## config.mk

```make
export PLATFORM = sky130hd
export DESIGN_NAME = dms_mac
export DESIGN_NICKNAME = d
export VERILOG_FILES = /design/src/hw/rtl/dms_pkg.sv /design/src/hw/rtl/dms_mac.sv
export SDC_FILE = /design/constraint.sdc
export NUM_CORES = 1
export LEC_CHECK = 0
export BUFFER_PORTS_ARGS = -buffer_cell sky130_fd_sc_hd__buf_2
export CORE_MARGIN = 5
export CORE_UTILIZATION = 50
export CTS_CLUSTER_DIAMETER = 80
export DETAILED_ROUTE_END_ITERATION = 8
export PLACE_DENSITY = 0.68
export SYNTH_ARGS = -nofsm -noshare
export SYNTH_HDL_FRONTEND = slang
export SYNTH_SLANG_ARGS = --single-unit
```

## constraint.sdc

```tcl
create_clock -name clk -period 3.95 [get_ports clk]
set_clock_uncertainty 0.15 [all_clocks]
set_input_delay 0.1975 -clock clk [delete_from_list [all_inputs] [get_ports clk]]
set_output_delay 0.1975 -clock clk [all_outputs]
set_load 0.02 [all_outputs]
```

## src/hw/rtl/dms_pkg.sv

```systemverilog
// Shared constants, types and the morphism index function for the dictionary match search.
package dms_pkg;

	localparam int MAX_ATOMS  = 64;
	localparam int SIDE       = 4;
	localparam int CELLS      = SIDE * SIDE;
	localparam int ATOM_DEPTH = MAX_ATOMS * CELLS;

	localparam int ATOM_W   = $clog2(MAX_ATOMS);
	localparam int IDX_W    = $clog2(SIDE);
	localparam int ELEM_W   = $clog2(CELLS);
	localparam int ADDR_W   = $clog2(ATOM_DEPTH);
	localparam int VAL_W    = 16;
	localparam int COUNT_W  = 7;
	localparam int MORPH_W  = 5;
	localparam int OPS_W    = 3;
	localparam int OPS      = 2 ** OPS_W;
	localparam int PROD_W   = 2 * VAL_W;
	localparam int ACC_W    = PROD_W + ELEM_W;
	localparam int PROJ_W   = 17;
	localparam int FRAC_SH  = 14;

	localparam logic [COUNT_W-1:0] COUNT_MAX = COUNT_W'(MAX_ATOMS);
	localparam logic [PROJ_W-1:0]  PROJ_MAX  = {PROJ_W{1'b1}};
	localparam logic signed [ACC_W-1:0] ROUND_HALF = ACC_W'(2 ** (FRAC_SH - 1));
	localparam logic signed [ACC_W-1:0] BEST_INIT  = -(ACC_W'(2 ** 19));

	// Opcode of an input transaction.
	localparam logic OP_ATOM   = 1'b0;
	localparam logic OP_TARGET = 1'b1;

	// Issue-side control that travels alongside the operands into the MAC.
	typedef struct packed {
		logic              v;
		logic              first;
		logic              last;
		logic [OPS_W-1:0]  op;
		logic [ATOM_W-1:0] atom;
	} mac_ctl_t;

	// Finished dot product and pipeline occupancy reported by the MAC.
	typedef struct packed {
		logic                     busy;
		logic                     v;
		logic [OPS_W-1:0]         op;
		logic [ATOM_W-1:0]        atom;
		logic signed [ACC_W-1:0]  sum;
	} mac_res_t;

	// Atom element that lands on target position pos under geometric morphism op.
	function automatic logic [ELEM_W-1:0] src_index(input logic [OPS_W-1:0] op,
			input logic [ELEM_W-1:0] pos);
		logic [IDX_W-1:0] r;
		logic [IDX_W-1:0] c;
		logic [IDX_W-1:0] sr;
		logic [IDX_W-1:0] sc;
		r  = pos[ELEM_W-1:IDX_W];
		c  = pos[IDX_W-1:0];
		sr = op[2] ? IDX_W'(SIDE - 1) - r : r;
		sc = op[1] ? IDX_W'(SIDE - 1) - c : c;
		if (op[0]) begin
			return {sc, sr};
		end
		return {sr, sc};
	endfunction

endpackage

```

## src/hw/rtl/dms_mac.sv

```systemverilog
// Multiply-accumulate pipeline that forms one 16-term dot product per morphism.
module dms_mac (
	input  logic                              clk,
	input  logic                              arst_n,
	input  dms_pkg::mac_ctl_t                 ctl_s1,
	input  logic signed [dms_pkg::VAL_W-1:0]  atom_s1,
	input  logic signed [dms_pkg::VAL_W-1:0]  tgt_s1,
	output dms_pkg::mac_res_t                 res
);

	dms_pkg::mac_ctl_t                    ctl_s2;
	logic signed [dms_pkg::PROD_W-1:0]    prod_s2;
	logic signed [dms_pkg::ACC_W-1:0]     acc_q;
	logic signed [dms_pkg::ACC_W-1:0]     sum_next;
	logic                                 res_v_q;
	logic [dms_pkg::OPS_W-1:0]            res_op_q;
	logic [dms_pkg::ATOM_W-1:0]           res_atom_q;
	logic signed [dms_pkg::ACC_W-1:0]     res_sum_q;

	assign sum_next = (ctl_s2.first ? '0 : acc_q) + dms_pkg::ACC_W'(prod_s2);

	always_ff @(posedge clk or negedge arst_n) begin
		if (!arst_n) begin
			ctl_s2  <= '0;
			res_v_q <= 1'b0;
		end else begin
			ctl_s2  <= ctl_s1;
			res_v_q <= ctl_s2.v && ctl_s2.last;
		end
	end

	always_ff @(posedge clk) begin
		prod_s2 <= atom_s1 * tgt_s1;
		if (ctl_s2.v) begin
			acc_q <= sum_next;
		end
		if (ctl_s2.v && ctl_s2.last) begin
			res_sum_q  <= sum_next;
			res_op_q   <= ctl_s2.op;
			res_atom_q <= ctl_s2.atom;
		end
	end

	assign res.busy = ctl_s2.v;
	assign res.v    = res_v_q;
	assign res.op   = res_op_q;
	assign res.atom = res_atom_q;
	assign res.sum  = res_sum_q;

endmodule

```

==> results.json <==
{
  "status": "finished, violations left",
  "violations": "negative setup slack",
  "num-fill-cells": 2450,
  "grt_max_degree": 47,
  "dpl_cell_area_mm2": 0.01752,
  "maxClockFrequency_mhz": 181.2,
  "track_usage_pct": 20.62,
  "cp-start-kind": "input port",
  "final_common_cell": "inv_1",
  "cap_violations": 0,
  "h-tree-depth": 4,
  "via_per_inst": 4.915,
  "synth-main-ff-cell": "edfxtp_1",
  "cts_buffer_depth": 2,
  "overflow": 0,
  "num_antenna_cells": 0,
  "cts-root-buf": "clkbuf_16",
  "slew_headroom_pct": 28.51,
  "cp_max_fo": 4,
  "vias": 10710,
  "nets": 2196,
  "tightest_slew_ns": 1.072,
  "dr.pass1.iters": 5,
  "rr_startpoint": "ctl_s2[10]",
  "place_congestion": 0.8891,
  "numCtsBuffers": 17,
  "chipHeight_um": 184.6,
  "final_max_slew_viol_count": 0,
  "grt_pass1_wl_um": 57260,
  "avgSynthCellArea_um2": 10.16,
  "end_kind": "register",
  "yosysUniqueCellTypes": 58,
  "ys_ff_latch": 126,
  "clkSlewWorstSetupHoldPaths_ns": 0.06,
  "final_area_mm2": 0.01901,
  "rsz0062_at_grt": "true",
  "insertion_delay_ns": 0.40,
  "synthesis.nets": 1925,
  "critPathSlowestCell": "fa_2",
  "port_buffers": 92,
  "routed_wl_um": 33110,
  "clkSinkCount": 126,
  "fin_crit_ns": 5.520,
  "arrival_ns": 5.70,
  "grt_pass1_vias": 11790,
  "synth_edf_count": 81,
  "hold_class": "input port to asynchronous set/reset pin",
  "cp_data_required_time_ns": 4.13,
  "ys_seq_area_share_pct": 22.30,
  "syn_inst": 1499,
  "die_area_mm2": 0.03407,
  "cpPeakStageDelay_ns": 0.54,
  "dp_cells": 2115,
  "rows": 64,
  "synth-async-reset-ratio_pct": 10.32,
  "drtIter0Drc": 497,
  "worstPathCellList": "buf_4 > buf_4 > and2_4 > fa_1 > inv_1 > fa_2 > inv_2 > fa_2 > fa_2 > fa_1 > inv_1 > fa_1 > inv_2 > ha_4 > and2_4 > a221o_1 > a211oi_4 > o31ai_4 > o31ai_2 > o2111ai_1 > a21oi_2 > xnor2_1",
  "yosys_warnings": 0,
  "grt_antenna_before_repair": 0,
  "die_w_um": 184.6,
  "placeableCoreArea_mm2": 0.03035,
  "r2r_cells": 12,
  "period_share_pct": 139.8,
  "ioPinCount": 93,
  "setup.worst_path.end": "prod_s2[31]",
  "final_cells": 2179,
  "dp_hpwl_um": 27450,
  "finalHoldViolCount": 0,
  "r2r_end": "acc_q[35]",
  "critical_path_class": "input port to register",
  "layout_common_cells": "inv_1, fa_1, buf_4",
  "synth_area_mm2": 0.01524,
  "drc": 0,
  "crit_start": "atom_s1[10]",
  "start_util_pct": 50.21,
  "wl_per_cell_um": 15.20,
  "finalSetupViolations": 23,
  "setup.reg_to_reg.worst_slack_ns": 0.39,
  "syn_to_final_growth_pct": 24.75,
  "drtAntennaViolNets": 0,
  "drive_gt1_share_pct": 25.41,
  "setup_slack_ns": -1.570,
  "cts_tree": "built"
}
==> per-stage QoR <==
step | TNS (ns) | setup WS, ns | hold WS [ns] | utilization [%]
6_report | -23.49 | -1.570 | 0.07207 | 62.63
2_1_floorplan | -24.50 | -1.688 | -0.2481 | -
4_1_cts | -22.13 | -1.504 | 0.04920 | 61.68
3_5_place_dp | -37.12 | -2.157 | -0.05163 | 57.72
3_3_place_gp | -35.49 | -1.971 | -0.05496 | 57.72
5_1_grt | -26.74 | -1.735 | 0.09424 | 62.63
==> worst min path at each step <==
stage	slack, ns	endpoint	startpoint
floorplan	-0.25	ctl_s2[0]	arst_n
global placement	-0.05	res_v_q	arst_n
detailed placement	-0.05	ctl_s2[8]	arst_n
CTS	0.05	ctl_s2[9]	arst_n
global route	0.09	ctl_s2[9]	arst_n
finish	0.07	ctl_s2[9]	arst_n
==> worst max-delay path: cells and delay by family <==
family | cells | cell delay [ns]
adders and majority gates | 7 | 3.15
AOI/OAI and AO/OA | 6 | 1.48
buffers and inverters | 6 | 0.45
and+or+nand+nor | 2 | 0.28
xor gates and xnor gates | 1 | 0.14
==> sequential cells by signal, indices dropped and copies added, names as in the netlist <==
| signal | cells |
|---|---|
| res_op_q | 3 |
| res_atom_q | 6 |
| acc_q | 36 |
| res_v_q | 1 |
| prod_s2 | 32 |
| ctl_s2 | 11 |
| res | 1 |
| res_sum_q | 36 |
==> layout make-up <==
cell class	instances	area (um^2)	share of cell area [%]
multi-input cells	1013	11080	58.29
clock inverters	7	38.79	0.2041
inverters	321	1207	6.352
flip-flops and latches	126	3400	17.88
well taps	396	495.5	2.607
repair buffers	291	2292	12.06
clock buffers	25	495.5	2.607
==> Yosys cell counts (all sizes together), types with 3 or more instances <==
cell type / number / area share [%]
o21ai: 28 / 0.94
a21boi: 6 / 0.30
a21o: 25 / 1.2
a31oi: 4 / 0.16
o21bai: 10 / 0.49
dfrtp: 13 / 2.1
nand2b: 15 / 0.62
xnor2: 59 / 3.4
clkbuf: 35 / 0.86
buf: 4 / 0.21
nand3: 15 / 0.49
and2: 126 / 5.2
xor2: 10 / 0.57
o211ai: 6 / 0.33
a21oi: 57 / 2.0
nor3: 3 / 0.099
o221ai: 3 / 0.17
fa: 263 / 35
ha: 117 / 9.6
nor2b: 39 / 1.7
o31ai: 3 / 0.21
inv: 321 / 7.9
dfxtp: 32 / 4.2
a211oi: 4 / 0.30
o21a: 11 / 0.54
nor2: 41 / 1.0
nand2: 142 / 3.5
and3: 3 / 0.12
edfxtp: 81 / 16
==> cell families after synthesis <==
family / share of synthesized area (%)
buffers and inverters: 8.975
and+or+nand+nor: 13.24
adders and majority gates: 44.16
DFF: 22.30
xor gates and xnor gates: 3.966
AOI/OAI and AO/OA: 7.358
==> layer usage <==
metal	GRT usage, %	wire, um	vias up
met5	0	0	-
li1	-	-	5162
met1	28.60	15490	5285
met4	4.289	278	0
met2	34.83	15770	237
met3	3.079	1578	26
==> repair_timing <==
action	4_1_cts	5_1_grt
hold buffers	13	0
gates resized for setup	129	68
endpoints found under the setup margin	23	24
buffers inserted	14	13
gates cloned	0	0
hold endpoints to repair	25	0
pin swaps	78	58
Power is not shown: default switching activity piles up to over one toggle a cycle in this logic, so the estimate is an artifact.
